===== src/rtl/core/afrg_pkg.sv =====
// ----------------------------------------------------------------------------
// Adaptive frame rate governor package
// Widths, register indexes, reset values, the command and status structs
// between controller and datapath, and the rate ladder functions.
// ----------------------------------------------------------------------------
package afrg_pkg;

	localparam int FT_W      = 20;
	localparam int RATE_W    = 8;
	localparam int CNT_W     = 16;
	localparam int SUM_W     = 25;
	localparam int WIN_W     = 10;
	localparam int THR_W     = 11;
	localparam int CFG_IDX_W = 3;
	localparam int PROD_W    = CNT_W + THR_W;
	localparam int QCMP_W    = 28;
	localparam int DIV_STEPS = FT_W;
	localparam int DCNT_W    = $clog2(DIV_STEPS);

	localparam logic [CFG_IDX_W-1:0] REG_WINDOW   = 3'd0;
	localparam logic [CFG_IDX_W-1:0] REG_COOLDOWN = 3'd1;
	localparam logic [CFG_IDX_W-1:0] REG_LOWER    = 3'd2;
	localparam logic [CFG_IDX_W-1:0] REG_RAISE    = 3'd3;
	localparam logic [CFG_IDX_W-1:0] REG_MONITOR  = 3'd4;
	localparam logic [CFG_IDX_W-1:0] REG_START    = 3'd5;

	localparam logic [WIN_W-1:0]  WINDOW_RST   = 10'd90;
	localparam logic [WIN_W-1:0]  COOLDOWN_RST = 10'd180;
	localparam logic [THR_W-1:0]  LOWER_RST    = 11'd102;
	localparam logic [THR_W-1:0]  RAISE_RST    = 11'd20;
	localparam logic [RATE_W-1:0] MONITOR_RST  = 8'd60;
	localparam logic [RATE_W-1:0] START_RST    = 8'd60;

	localparam int US_PER_S_INT = 1000000;
	localparam logic [FT_W-1:0]   US_PER_S    = FT_W'(US_PER_S_INT);
	localparam logic [FT_W-1:0]   TARGET_RST  = FT_W'(US_PER_S_INT / 60);
	localparam logic [FT_W:0]     MISS_TOL_US = 21'd3000;
	localparam logic [CNT_W-1:0]  CNT_MAX     = 16'hFFFF;

	localparam logic [RATE_W-1:0] RATE_30  = 8'd30;
	localparam logic [RATE_W-1:0] RATE_45  = 8'd45;
	localparam logic [RATE_W-1:0] RATE_60  = 8'd60;
	localparam logic [RATE_W-1:0] RATE_90  = 8'd90;
	localparam logic [RATE_W-1:0] RATE_120 = 8'd120;

	typedef struct packed {
		logic capture;
		logic record;
		logic mult;
		logic decide;
		logic load_out;
	} ctrl_cmd_t;

	typedef struct packed {
		logic div_busy;
	} dp_stat_t;

	function automatic logic [CNT_W-1:0] sat_inc(input logic [CNT_W-1:0] v);
		return (v == CNT_MAX) ? CNT_MAX : v + CNT_W'(1);
	endfunction

	function automatic logic [RATE_W-1:0] rate_up(input logic [RATE_W-1:0] cur,
			input logic [RATE_W-1:0] mon);
		logic [RATE_W-1:0] n;
		unique case (cur)
			RATE_30: n = RATE_45;
			RATE_45: n = RATE_60;
			RATE_60: n = RATE_90;
			RATE_90: n = RATE_120;
			default: n = mon;
		endcase
		return (n > mon) ? mon : n;
	endfunction

	function automatic logic [RATE_W-1:0] rate_down(input logic [RATE_W-1:0] cur);
		logic [RATE_W-1:0] n;
		unique case (cur)
			RATE_120: n = RATE_90;
			RATE_90:  n = RATE_60;
			RATE_60:  n = RATE_45;
			default:  n = RATE_30;
		endcase
		return n;
	endfunction

endpackage


===== src/rtl/core/afrg_div.sv =====
// ----------------------------------------------------------------------------
// Frame period divider
// Restoring divider that computes one million microseconds divided by the
// frame rate, one quotient bit per cycle. A rate of zero yields all ones.
// ----------------------------------------------------------------------------
module afrg_div (
	input  logic                        clk,
	input  logic                        arst_n,
	input  logic                        start,
	input  logic [afrg_pkg::RATE_W-1:0] divisor,
	output logic                        busy,
	output logic                        done,
	output logic [afrg_pkg::FT_W-1:0]   quotient
);

	logic [afrg_pkg::RATE_W-1:0] rem_q;
	logic [afrg_pkg::RATE_W-1:0] dvs_q;
	logic [afrg_pkg::FT_W-1:0]   quo_q;
	logic [afrg_pkg::DCNT_W-1:0] cnt_q;
	logic                        busy_q;
	logic                        done_q;
	logic [afrg_pkg::RATE_W:0]   shifted;
	logic [afrg_pkg::RATE_W:0]   diff;
	logic                        ge;

	assign shifted = {rem_q, quo_q[afrg_pkg::FT_W-1]};
	assign ge      = shifted >= {1'b0, dvs_q};
	assign diff    = shifted - {1'b0, dvs_q};

	always_ff @(posedge clk or negedge arst_n) begin
		if (!arst_n) begin
			busy_q <= 1'b0;
			done_q <= 1'b0;
			cnt_q  <= '0;
		end else begin
			done_q <= busy_q && (cnt_q == '0);
			if (start) begin
				busy_q <= 1'b1;
				cnt_q  <= afrg_pkg::DCNT_W'(afrg_pkg::DIV_STEPS - 1);
			end else if (busy_q) begin
				cnt_q <= cnt_q - afrg_pkg::DCNT_W'(1);
				if (cnt_q == '0) begin
					busy_q <= 1'b0;
				end
			end
		end
	end

	always_ff @(posedge clk) begin
		if (start) begin
			rem_q <= '0;
			dvs_q <= divisor;
			quo_q <= afrg_pkg::US_PER_S;
		end else if (busy_q) begin
			rem_q <= ge ? diff[afrg_pkg::RATE_W-1:0] : shifted[afrg_pkg::RATE_W-1:0];
			quo_q <= {quo_q[afrg_pkg::FT_W-2:0], ge};
		end
	end

	assign busy     = busy_q | done_q;
	assign done     = done_q;
	assign quotient = quo_q;

endmodule


===== src/rtl/core/afrg_dp.sv =====
// ----------------------------------------------------------------------------
// Adaptive frame rate governor datapath
// Frame history ring and running sum, frame counters, miss rate products,
// the raise and lower decision and the result word register.
// ----------------------------------------------------------------------------
module afrg_dp #(
	parameter int HISTORY_DEPTH  = 10,
	parameter int QUICK_GOOD_RUN = 30,
	parameter int QUICK_SETTLE   = 90
) (
	input  logic                         clk,
	input  logic                         arst_n,
	input  afrg_pkg::ctrl_cmd_t          cmd,
	output afrg_pkg::dp_stat_t           stat,
	input  logic [afrg_pkg::FT_W-1:0]    frame_time_us,
	input  logic [afrg_pkg::WIN_W-1:0]   window_frames,
	input  logic [afrg_pkg::WIN_W-1:0]   settle_frames,
	input  logic [afrg_pkg::THR_W-1:0]   lower_threshold,
	input  logic [afrg_pkg::THR_W-1:0]   raise_threshold,
	input  logic [afrg_pkg::RATE_W-1:0]  monitor_rate_hz,
	output logic [afrg_pkg::RATE_W-1:0]  rate_hz,
	output logic                         rate_changed,
	output logic                         went_up,
	output logic                         was_missed
);

	localparam int PW = $clog2(HISTORY_DEPTH);

	logic [afrg_pkg::FT_W-1:0]   ft_q;
	logic [afrg_pkg::FT_W-1:0]   hist_q [HISTORY_DEPTH];
	logic [PW-1:0]               pos_q;
	logic [afrg_pkg::SUM_W-1:0]  sum_q;
	logic [afrg_pkg::RATE_W-1:0] rate_q;
	logic [afrg_pkg::FT_W-1:0]   target_q;
	logic [afrg_pkg::CNT_W-1:0]  sampled_q;
	logic [afrg_pkg::CNT_W-1:0]  missed_cnt_q;
	logic [afrg_pkg::CNT_W-1:0]  since_q;
	logic [afrg_pkg::CNT_W-1:0]  good_q;
	logic                        missed_q;
	logic                        changed_q;
	logic                        up_q;
	logic [afrg_pkg::PROD_W-1:0] miss_x_q;
	logic [afrg_pkg::PROD_W-1:0] raise_p_q;
	logic [afrg_pkg::PROD_W-1:0] lower_p_q;
	logic [afrg_pkg::QCMP_W-1:0] sum5_q;
	logic [afrg_pkg::QCMP_W-1:0] tgt_q;
	logic [afrg_pkg::RATE_W-1:0] out_rate_q;
	logic                        out_changed_q;
	logic                        out_up_q;
	logic                        out_missed_q;

	logic                        miss_now;
	logic                        window_full;
	logic                        settled;
	logic                        below_mon;
	logic                        quick_ok;
	logic                        regular_ok;
	logic                        do_raise;
	logic                        do_lower;
	logic [afrg_pkg::RATE_W-1:0] next_rate;
	logic                        change;
	logic                        div_busy;
	logic                        div_done;
	logic [afrg_pkg::FT_W-1:0]   div_quo;

	assign miss_now    = {1'b0, ft_q} > ({1'b0, target_q} + afrg_pkg::MISS_TOL_US);
	assign window_full = sampled_q >= afrg_pkg::CNT_W'(window_frames);
	assign settled     = since_q >= afrg_pkg::CNT_W'(settle_frames);
	assign below_mon   = rate_q < monitor_rate_hz;
	assign quick_ok    = (good_q >= afrg_pkg::CNT_W'(QUICK_GOOD_RUN)) && below_mon
		&& (since_q >= afrg_pkg::CNT_W'(QUICK_SETTLE)) && (sum5_q < tgt_q);
	assign regular_ok  = window_full && settled && (miss_x_q < raise_p_q) && below_mon;
	assign do_raise    = quick_ok || regular_ok;
	assign do_lower    = !do_raise && window_full && settled && (miss_x_q > lower_p_q);
	assign next_rate   = do_raise ? afrg_pkg::rate_up(rate_q, monitor_rate_hz)
		: afrg_pkg::rate_down(rate_q);
	assign change      = (do_raise || do_lower) && (next_rate != rate_q);

	afrg_div u_div (
		.clk      (clk),
		.arst_n   (arst_n),
		.start    (cmd.decide && change),
		.divisor  (next_rate),
		.busy     (div_busy),
		.done     (div_done),
		.quotient (div_quo)
	);

	always_ff @(posedge clk or negedge arst_n) begin
		if (!arst_n) begin
			for (int i = 0; i < HISTORY_DEPTH; i++) begin
				hist_q[i] <= '0;
			end
			pos_q        <= '0;
			sum_q        <= '0;
			rate_q       <= afrg_pkg::START_RST;
			target_q     <= afrg_pkg::TARGET_RST;
			sampled_q    <= '0;
			missed_cnt_q <= '0;
			since_q      <= '0;
			good_q       <= '0;
		end else begin
			if (cmd.record) begin
				hist_q[pos_q] <= ft_q;
				sum_q         <= sum_q - afrg_pkg::SUM_W'(hist_q[pos_q])
					+ afrg_pkg::SUM_W'(ft_q);
				pos_q         <= (pos_q == PW'(HISTORY_DEPTH - 1)) ? '0 : pos_q + PW'(1);
				sampled_q     <= afrg_pkg::sat_inc(sampled_q);
				since_q       <= afrg_pkg::sat_inc(since_q);
				if (miss_now) begin
					missed_cnt_q <= afrg_pkg::sat_inc(missed_cnt_q);
					good_q       <= '0;
				end else begin
					good_q <= afrg_pkg::sat_inc(good_q);
				end
			end
			if (cmd.decide) begin
				if (change) begin
					rate_q       <= next_rate;
					sampled_q    <= '0;
					missed_cnt_q <= '0;
					since_q      <= '0;
					good_q       <= '0;
				end else if (!do_raise && !do_lower && window_full) begin
					sampled_q    <= '0;
					missed_cnt_q <= '0;
				end
			end
			if (div_done) begin
				target_q <= div_quo;
			end
		end
	end

	always_ff @(posedge clk) begin
		if (cmd.capture) begin
			ft_q <= frame_time_us;
		end
		if (cmd.record) begin
			missed_q <= miss_now;
		end
		if (cmd.mult) begin
			miss_x_q  <= afrg_pkg::PROD_W'({missed_cnt_q, 10'b0});
			raise_p_q <= afrg_pkg::PROD_W'(raise_threshold) * afrg_pkg::PROD_W'(sampled_q);
			lower_p_q <= afrg_pkg::PROD_W'(lower_threshold) * afrg_pkg::PROD_W'(sampled_q);
			sum5_q    <= afrg_pkg::QCMP_W'(sum_q) * afrg_pkg::QCMP_W'(5);
			tgt_q     <= afrg_pkg::QCMP_W'(target_q) * afrg_pkg::QCMP_W'(4 * HISTORY_DEPTH);
		end
		if (cmd.decide) begin
			changed_q <= change;
			up_q      <= change && do_raise;
		end
		if (cmd.load_out) begin
			out_rate_q    <= rate_q;
			out_changed_q <= changed_q;
			out_up_q      <= up_q;
			out_missed_q  <= missed_q;
		end
	end

	assign stat.div_busy = div_busy;
	assign rate_hz       = out_rate_q;
	assign rate_changed  = out_changed_q;
	assign went_up       = out_up_q;
	assign was_missed    = out_missed_q;

endmodule


===== src/rtl/core/afrg_ctrl.sv =====
// ----------------------------------------------------------------------------
// Adaptive frame rate governor controller
// Sequences one frame word through record, multiply, decide and divide, and
// owns the input stall and the output valid.
// ----------------------------------------------------------------------------
module afrg_ctrl (
	input  logic                clk,
	input  logic                arst_n,
	input  logic                in_valid,
	output logic                in_stall,
	output logic                out_valid,
	input  logic                out_stall,
	output afrg_pkg::ctrl_cmd_t cmd,
	input  afrg_pkg::dp_stat_t  stat
);

	localparam logic [2:0] ST_IDLE = 3'd0;
	localparam logic [2:0] ST_REC  = 3'd1;
	localparam logic [2:0] ST_MUL  = 3'd2;
	localparam logic [2:0] ST_DEC  = 3'd3;
	localparam logic [2:0] ST_DIV  = 3'd4;
	localparam logic [2:0] ST_FIN  = 3'd5;

	logic [2:0] state_q;
	logic [2:0] state_d;
	logic       out_valid_q;
	logic       can_load;

	assign can_load = !out_valid_q || !out_stall;

	always_comb begin
		state_d = state_q;
		cmd     = '0;
		unique case (state_q)
			ST_IDLE: begin
				if (in_valid) begin
					cmd.capture = 1'b1;
					state_d     = ST_REC;
				end
			end
			ST_REC: begin
				cmd.record = 1'b1;
				state_d    = ST_MUL;
			end
			ST_MUL: begin
				cmd.mult = 1'b1;
				state_d  = ST_DEC;
			end
			ST_DEC: begin
				cmd.decide = 1'b1;
				state_d    = ST_DIV;
			end
			ST_DIV: begin
				if (!stat.div_busy) begin
					state_d = ST_FIN;
				end
			end
			ST_FIN: begin
				if (can_load) begin
					cmd.load_out = 1'b1;
					state_d      = ST_IDLE;
				end
			end
			default: begin
				state_d = ST_IDLE;
			end
		endcase
	end

	always_ff @(posedge clk or negedge arst_n) begin
		if (!arst_n) begin
			state_q     <= ST_IDLE;
			out_valid_q <= 1'b0;
		end else begin
			state_q <= state_d;
			if (cmd.load_out) begin
				out_valid_q <= 1'b1;
			end else if (!out_stall) begin
				out_valid_q <= 1'b0;
			end
		end
	end

	assign in_stall  = (state_q != ST_IDLE);
	assign out_valid = out_valid_q;

endmodule


===== src/rtl/core/adaptive_frame_rate_governor.sv =====
// ----------------------------------------------------------------------------
// Adaptive frame rate governor
// Takes one measured frame time per word and answers with the frame rate in
// force, whether it changed, its direction and whether the frame was missed.
// ----------------------------------------------------------------------------
// One frame word is handled at a time: a word passes through capture, record,
// multiply, decide, a divider wait and the result load, and when the rate
// changes the new target period is computed in the wait by a restoring divider
// that yields one quotient bit per cycle. The input is stalled from acceptance
// until the result is loaded into the output register; a loaded result may wait
// there while the next word is accepted. Configuration writes are always ready.
module adaptive_frame_rate_governor #(
	parameter int HISTORY_DEPTH  = 10,
	parameter int QUICK_GOOD_RUN = 30,
	parameter int QUICK_SETTLE   = 90
) (
	input  logic                             clk,
	input  logic                             arst_n,
	input  logic                             in_valid,
	output logic                             in_stall,
	input  logic [afrg_pkg::FT_W-1:0]        frame_time_us,
	output logic                             out_valid,
	input  logic                             out_stall,
	output logic [afrg_pkg::RATE_W-1:0]      rate_hz,
	output logic                             rate_changed,
	output logic                             went_up,
	output logic                             was_missed,
	input  logic                             cfg_valid,
	output logic                             cfg_ready,
	input  logic [afrg_pkg::CFG_IDX_W-1:0]   cfg_index,
	input  logic [afrg_pkg::THR_W-1:0]       cfg_data
);

	logic [afrg_pkg::WIN_W-1:0]  window_q;
	logic [afrg_pkg::WIN_W-1:0]  cooldown_q;
	logic [afrg_pkg::THR_W-1:0]  lower_q;
	logic [afrg_pkg::THR_W-1:0]  raise_q;
	logic [afrg_pkg::RATE_W-1:0] monitor_q;
	afrg_pkg::ctrl_cmd_t         cmd;
	afrg_pkg::dp_stat_t          stat;

	assign cfg_ready = 1'b1;

	// The start rate only matters at reset, where it reloads its fixed value.
	always_ff @(posedge clk or negedge arst_n) begin
		if (!arst_n) begin
			window_q   <= afrg_pkg::WINDOW_RST;
			cooldown_q <= afrg_pkg::COOLDOWN_RST;
			lower_q    <= afrg_pkg::LOWER_RST;
			raise_q    <= afrg_pkg::RAISE_RST;
			monitor_q  <= afrg_pkg::MONITOR_RST;
		end else if (cfg_valid && cfg_ready) begin
			unique case (cfg_index)
				afrg_pkg::REG_WINDOW:   window_q   <= cfg_data[afrg_pkg::WIN_W-1:0];
				afrg_pkg::REG_COOLDOWN: cooldown_q <= cfg_data[afrg_pkg::WIN_W-1:0];
				afrg_pkg::REG_LOWER:    lower_q    <= cfg_data;
				afrg_pkg::REG_RAISE:    raise_q    <= cfg_data;
				afrg_pkg::REG_MONITOR:  monitor_q  <= cfg_data[afrg_pkg::RATE_W-1:0];
				default: begin
				end
			endcase
		end
	end

	afrg_ctrl u_ctrl (
		.clk       (clk),
		.arst_n    (arst_n),
		.in_valid  (in_valid),
		.in_stall  (in_stall),
		.out_valid (out_valid),
		.out_stall (out_stall),
		.cmd       (cmd),
		.stat      (stat)
	);

	afrg_dp #(
		.HISTORY_DEPTH  (HISTORY_DEPTH),
		.QUICK_GOOD_RUN (QUICK_GOOD_RUN),
		.QUICK_SETTLE   (QUICK_SETTLE)
	) u_dp (
		.clk             (clk),
		.arst_n          (arst_n),
		.cmd             (cmd),
		.stat            (stat),
		.frame_time_us   (frame_time_us),
		.window_frames   (window_q),
		.settle_frames   (cooldown_q),
		.lower_threshold (lower_q),
		.raise_threshold (raise_q),
		.monitor_rate_hz (monitor_q),
		.rate_hz         (rate_hz),
		.rate_changed    (rate_changed),
		.went_up         (went_up),
		.was_missed      (was_missed)
	);

	a_one_cmd: assert property (@(posedge clk) disable iff (!arst_n)
		$onehot0({cmd.capture, cmd.record, cmd.mult, cmd.decide, cmd.load_out}))
		else $error("more than one datapath command at once");

	a_busy_after_accept: assert property (@(posedge clk) disable iff (!arst_n)
		(in_valid && !in_stall) |=> in_stall)
		else $error("input not stalled while a word is in process");

	a_load_sets_valid: assert property (@(posedge clk) disable iff (!arst_n)
		cmd.load_out |=> out_valid)
		else $error("result loaded without output valid");

	a_div_stalls_input: assert property (@(posedge clk) disable iff (!arst_n)
		stat.div_busy |-> in_stall)
		else $error("input open while the divider runs");

endmodule

===== config.mk =====
export PLATFORM = sky130hd
export DESIGN_NAME = adaptive_frame_rate_governor
export DESIGN_NICKNAME = d
export VERILOG_FILES = /design/src/rtl/core/afrg_pkg.sv /design/src/rtl/core/afrg_div.sv /design/src/rtl/core/afrg_dp.sv /design/src/rtl/core/afrg_ctrl.sv /design/src/rtl/core/adaptive_frame_rate_governor.sv
export SDC_FILE = /design/constraint.sdc
export NUM_CORES = 2
export LEC_CHECK = 0
export ABC_AREA = 1
export BUFFER_PORTS_ARGS = -buffer_cell sky130_fd_sc_hd__buf_4
export CAP_MARGIN = 20
export CORE_UTILIZATION = 59
export CTS_CLUSTER_SIZE = 24
export DETAILED_ROUTE_END_ITERATION = 8
export PLACE_DENSITY = 0.78
export SLEW_MARGIN = 20
export SYNTH_ARGS = -nofsm -noshare
export SYNTH_HDL_FRONTEND = slang
export SYNTH_HIERARCHICAL = 1
export SYNTH_SLANG_ARGS = --single-unit

===== constraint.sdc =====
create_clock -name clk -period 6.55 [get_ports clk]
set_clock_uncertainty 0.15 [all_clocks]
set_input_delay 0.3275 -clock clk [delete_from_list [all_inputs] [get_ports clk]]
set_output_delay 0.3275 -clock clk [all_outputs]
set_load 0.01 [all_outputs]

## Word-level counts from Yosys, hierarchy flattened

Cells that the tools add are included.

- $add $sub $neg: 10
- Multiply operators: 4
- $lt $le $gt $ge: 13
- Equal/unequal tests: 24
- Mux-type cells: 50
- Bitwise operators: 2
- Reductions and logical operators: 35

Operators by type and width:

| operator | count |
|---|---|
| 2-to-1 mux 16 bit | 20 |
| bitwise mux 200 bit | 1 |
| binary-select mux 20 bit (select 4 bit) | 1 |
| demux 20 bit (select 4 bit) | 1 |
| adder 16 x 1 -> 16 bit (second input constant) | 4 |
| equality test 16 bit (second input constant) | 4 |
| 2-to-1 mux 20 bit | 3 |
| multiplier 11 x 16 -> 27 bit | 2 |
| greater-or-equal comparator 16 x 10 -> 1 bit | 2 |
| one-hot mux 8 bit (4 select lines) | 1 |
| < comparator 28 x 26 -> 1 bit | 1 |
| multiplier 25 x 3 -> 28 bit (second input constant) | 1 |
| > comparator 26 x 27 -> 1 bit | 1 |
| < comparator 26 x 27 -> 1 bit | 1 |
| adder 25 x 20 -> 25 bit | 1 |
| subtractor 25 x 20 -> 25 bit | 1 |
| 2-to-1 mux 8 bit | 3 |
| multiplier 20 x 3 -> 23 bit (second input constant) | 1 |
| adder 20 x 12 -> 21 bit (second input constant) | 1 |
| > comparator 20 x 21 -> 1 bit | 1 |
| one-hot mux 7 bit (3 select lines) | 1 |
| one-hot mux 3 bit (6 select lines) | 1 |
| equality test 8 x 6 -> 1 bit (second input constant) | 2 |
| equality test 8 x 7 -> 1 bit (second input constant) | 2 |
| other kinds (33) | 81 |

- Flip-flop bits (word level): 573
- Logic and storage cells: 182

## Longest topological paths before layout

- Depth after elaboration: 15
- Gate-level depth with buffers: 33
- Depth with buffers taken out: 31

## Modules after synthesis

The synthesis kept the hierarchy.

Modules (own cells, without submodules):

| module | instances | cells each | area an instance (µm²) |
|---|---|---|---|
| afrg_dp | 1 | 4675 | 38623.3 |
| adaptive_frame_rate_governor | 1 | 231 | 2068.2 |
| afrg_div | 1 | 238 | 2035.7 |
| afrg_ctrl | 1 | 32 | 232.7 |

## Least setup slack after synthesis

OpenSTA, ideal clock, no wires.

- Path kind: flip-flop to flip-flop
- Start: reg raise_q[4] (netlist bit)
- End: reg u_dp/raise_p_q[26] (netlist bit) (data pin)
- Setup time: 0.252 ns
- Arrival time: 5.874 ns
- Data required time: 6.148 ns
- Path slack: 0.274 ns
- Stages on the path, launching flop included: 26
- Path buffers: 2
- Path through: dfstp_2 clkbuf_1 clkbuf_1 nand2_1 fa_1 inv_1 fa_1 inv_1 fa_1 inv_1 fa_1 inv_1 fa_1 inv_1 ha_1 nand2_1 o21ai_0 a21boi_0 o21ai_0 a21oi_1 o21bai_1 a21boi_0 o21ai_0 nand2_1 nand3b_1 nand2_1

- Longest elaborated chain between the ends: 1

Ends and longest elaborated chain:

| element | RTL line | text |
|---|---|---|
| start, declared | adaptive_frame_rate_governor.sv:37 | `logic [afrg_pkg::THR_W-1:0] raise_q;` |
| start signal, assigned | adaptive_frame_rate_governor.sv:50 | `raise_q <= afrg_pkg::RAISE_RST;` |
| start signal, assigned | adaptive_frame_rate_governor.sv:57 | `afrg_pkg::REG_RAISE: raise_q <= cfg_data;` |
| multiplier 11 x 16 -> 27 bit | afrg_dp.sv:144 | `raise_p_q <= afrg_pkg::PROD_W'(raise_threshold) * afrg_pkg::PROD_W'(sampled_q);` |
| end signal, assigned | afrg_dp.sv:144 |  |
| end, declared | afrg_dp.sv:43 | `logic [afrg_pkg::PROD_W-1:0] raise_p_q;` |

Every way passes these cells.
A chain may end at the register's enable or synchronous reset.

## Worst setup path in the final report

- Start: reg lower_q[5] (netlist bit)
- End: reg u_dp/lower_p_q[25] (netlist bit) (data pin)

- Longest elaborated chain between the ends: 1

Ends and longest elaborated chain:

| element | RTL line | text |
|---|---|---|
| start, declared | adaptive_frame_rate_governor.sv:36 | `logic [afrg_pkg::THR_W-1:0] lower_q;` |
| start signal, assigned | adaptive_frame_rate_governor.sv:49 | `lower_q <= afrg_pkg::LOWER_RST;` |
| start signal, assigned | adaptive_frame_rate_governor.sv:56 | `afrg_pkg::REG_LOWER: lower_q <= cfg_data;` |
| multiplier 11 x 16 -> 27 bit | afrg_dp.sv:145 | `lower_p_q <= afrg_pkg::PROD_W'(lower_threshold) * afrg_pkg::PROD_W'(sampled_q);` |
| end signal, assigned | afrg_dp.sv:145 |  |
| end, declared | afrg_dp.sv:44 | `logic [afrg_pkg::PROD_W-1:0] lower_p_q;` |

Every way passes these cells.

==> impl_metrics.json <==
{
  "status": "complete, no violations",
  "synth.distinct_cells": 64,
  "startpoint": "lower_q[5]",
  "drt_first_pass_iters": 6,
  "rr_startpoint": "lower_q[5]",
  "tightest_slew_ns": 1.10,
  "setup-violations-final": 0,
  "dp_slack_ns": 0.0936,
  "rsz0062_at_grt": "false",
  "num_antenna_cells": 0,
  "switching_power_w": 0.00864,
  "avgSynthCellArea_um2": 8.30,
  "ys.flop_type": "dfrtp_1",
  "wirelength_mm": 109,
  "io_pins": 53,
  "clock_sinks": 570,
  "grt_pass1_vias": 34300,
  "core_area_um2": 71700,
  "post-route-period-util_pct": 94.9,
  "cp-start-kind": "register",
  "final_hold_viol_count": 0,
  "tns_ns": 0,
  "peakVddDrop_uv": 487,
  "crit_buf_inv": 3,
  "vias": 34600,
  "crit_required_ns": 6.75,
  "cts_buffer_depth": 3,
  "reg2reg_slack_ns": 0.33,
  "grt_pass1_wl_mm": 177,
  "reg2reg_to": "u_dp/lower_p_q[25]",
  "hp-class": "in -> reg",
  "post-route-drc-count": 0,
  "routed_via_density": 5.57,
  "synth_top_area_cell": "dfrtp_1",
  "switching_share_pct": 43.4,
  "seqPwrFrac_pct": 30.8,
  "ys_seq_elements": 570,
  "synth_seq_area_share_pct": 34.8,
  "drv_slew": 0,
  "root_buffer": "clkbuf_16",
  "min_period_ns": 6.22,
  "routedWlPerCell_um": 17.5,
  "synth-edff-count": 160,
  "cts_tree": "built",
  "synthTopCellsByCount": "nand2_1, inv_1, ha_1",
  "synthTopCellsByArea": "dfrtp_1, fa_1, edfxtp_1",
  "worst_path_largest_cell_delay_ns": 0.77,
  "syn-num-nets": 5846,
  "fmax_mhz": 161,
  "seq_area_um2": 15000,
  "cts_buffers": 68,
  "die_h_um": 272,
  "path_delay_family": "adder cells",
  "grt_usage_pct": 30.0,
  "gp_congestion": 0.942,
  "drive_gt1_share_pct": 7.44,
  "final_cells": 6203,
  "synth.most_common_cell": "nand2_1",
  "grt_max_degree": 146,
  "fin_ws_ns": 0.333,
  "cts_setup_buffers": 0,
  "dp_hpwl_mm": 77.7,
  "cts.clk_slew.worst_paths_ns": 0.05,
  "path_cells": "nand2_1 -> fa_1 -> fa_1 -> inv_1 -> fa_1 -> fa_1 -> inv_1 -> fa_1 -> inv_1 -> ha_1 -> a21oi_1 -> nor2_1 -> a211oi_1 -> o21ai_1 -> a21boi_1 -> o21bai_1 -> a21boi_0 -> o21ai_0 -> a21oi_1 -> o21ai_0 -> xor2_1",
  "crit_cells": 21,
  "dp_cells": 6036,
  "cp.arrival_ns": 6.41,
  "drtIter0Drc": 3041,
  "die_width_um": 272,
  "endpoint_kind": "register",
  "path_max_fanout": 17,
  "drv_cap": 0,
  "fill_cells": 5825,
  "multi_input_area_um2": 23400,
  "ys_warn_count": 6,
  "intPower_w": 0.0113,
  "clkPwrFrac_pct": 20.5,
  "die_area_um2": 73900,
  "total_power_w": 0.0199,
  "slew_headroom_pct": 26.4,
  "crit_type": "reg -> reg",
  "syn_to_final_growth_pct": 9.92,
  "cp-endpoint": "u_dp/lower_p_q[25]",
  "synth_top_area_share_pct": 20.7,
  "pwr-share-comb_pct": 48.7,
  "reg2regPathDepth": 21,
  "clock_latency_ns": 0.62,
  "rows": 98,
  "num-nets-final": 5867,
  "overflow": 0,
  "netlist_area_um2": 43000,
  "p_leak_nw": 25.0,
  "start_util_pct": 59.9,
  "htreeDepth": 3,
  "synthCells": 5176,
  "ys_async_sr_fraction_pct": 67.0,
  "power_density_nw_per_um2": 422,
  "antenna_found_initial": 0,
  "cpMostUsedCell": "fa_1",
  "detail-route-antenna-nets": 0,
  "critPathSlowestCell": "dfstp_2",
  "io_buffers": 51
}
## timing repair
| item | 4_1_cts | 5_1_grt |
|---|---|---|
| hold endpoints to repair | 168 | 0 |
| gates resized for setup | 0 | 11 |
| endpoints found under the setup margin | 0 | 4 |
| hold buffers | 39 | 0 |
## worst min path at each step
stage                            start       endpoint  slack (ns)  cells past startpoint
final                        cfg_valid     lower_q[5]        0.04                      5
after global routing         cfg_valid    window_q[6]        0.05                      5
after CTS                 cfg_index[1]     lower_q[2]       0.005                      5
after detailed placement     u_dp/up_q   u_dp/went_up        0.26                      0
after global placement       u_dp/up_q   u_dp/went_up        0.26                      0
after floorplan                 arst_n  cooldown_q[0]       -0.12                      0
## power groups by stage
stage	Combinational, W	Clock, W	Sequential [W]
detailed placement	0.00939	0	0.00616
global route	0.0110	0.00430	0.00627
global placement	0.00905	0	0.00612
floorplan	0.00722	0	0.00582
finish	0.00969	0.00408	0.00613
CTS	0.00955	0.00415	0.00612
## cells in the final DEF (no fill, tap or decap), types with 12 or more instances in the layout
cell type      netlist  layout
a31oi_1             27      27
inv_2               20      21
nand4_1             41      41
dfrtp_1            355     353
dfstp_2             27      25
ha_1               358     358
dfxtp_1             28      28
o21ai_0            279     275
nor3_1              51      49
nor4_1              15      14
a22oi_1             88      88
nand2_2             11      12
a21oi_1            315     314
nand3_1            210     210
or2_2               13      13
dlygate4sd3_1        0      39
clkbuf_16            0      72
edfxtp_1           160     160
inv_1              954     953
nor2_1             233     224
o22ai_1             16      16
buf_4               13     140
clkinv_2             1      15
nand2_1           1197    1196
xor2_1             105     105
fa_1               273     273
xnor2_1             40      40
nand3_2             14      14
## registers in the layout, indices dropped and copies added, names as in the netlist, 10 cells and up
| signal | cells |
|---|---|
| cooldown_q | 10 |
| lower_q | 11 |
| raise_q | 11 |
| u_dp/ft_q | 20 |
| u_dp/good_q | 16 |
| u_dp/hist_q | 200 |
| u_dp/lower_p_q | 27 |
| u_dp/miss_x_q | 16 |
| u_dp/missed_cnt_q | 16 |
| u_dp/raise_p_q | 27 |
| u_dp/sampled_q | 16 |
| u_dp/since_q | 16 |
| u_dp/sum5_q | 25 |
| u_dp/sum_q | 25 |
| u_dp/target_q | 20 |
| u_dp/tgt_q | 23 |
| u_dp/u_div/quotient | 20 |
| window_q | 10 |
## cell families (layout without fill, tap and decap cells)
| kind of cell | after synthesis | in the layout | synth area share, % |
|---|---|---|---|
| AOI/OAI and AO/OA | 796 | 796 | 10.4 |
| xor gates and xnor gates | 145 | 145 | 2.96 |
| adders and majority gates | 631 | 631 | 23.1 |
| buffers and inverters | 1210 | 1287 | 10.8 |
| DFF | 570 | 570 | 34.8 |
| muxes | 2 | 2 | 0.0524 |
| other | 1 | 1 | 0.00873 |
| and+or+nand+nor | 1821 | 1821 | 17.8 |
## per-stage QoR
stage / utilization, % / hold slack, ns / area [um^2]
after detailed placement: 61.8 / 0.258 / 44300
after floorplan: - / -0.118 / 43000
after global routing: 65.8 / 0.0471 / 47200
after global placement: 61.8 / 0.258 / 44300
final: 65.8 / 0.0384 / 47200
after CTS: 65.7 / 0.00470 / 47200
## tightest hold or removal path, stage by stage
cell and delay [ns]:
buf_4 0.12, inv_2 0.08, nor2_8 0.10, nand3_1 0.10
nand2_1 0.05
## cell type report
class                   count  share of cell area, %
repair buffers            183                   3.21
flip-flops and latches    570                   31.7
well taps                 950                   2.52
clock buffers              94                   4.23
multi-input cells        3396                   49.6
clock inverters            32                  0.951
inverters                 978                   7.78
## per-layer routing
metal	share of wire, %	GRT usage [%]	vias up
li1	-	-	16400
met1	41	38.7	16600
met2	47	49.4	1300
met3	6.3	4.00	283
met4	5.7	15.6	0
met5	0	0	-
(Power assumes the default switching activity.)
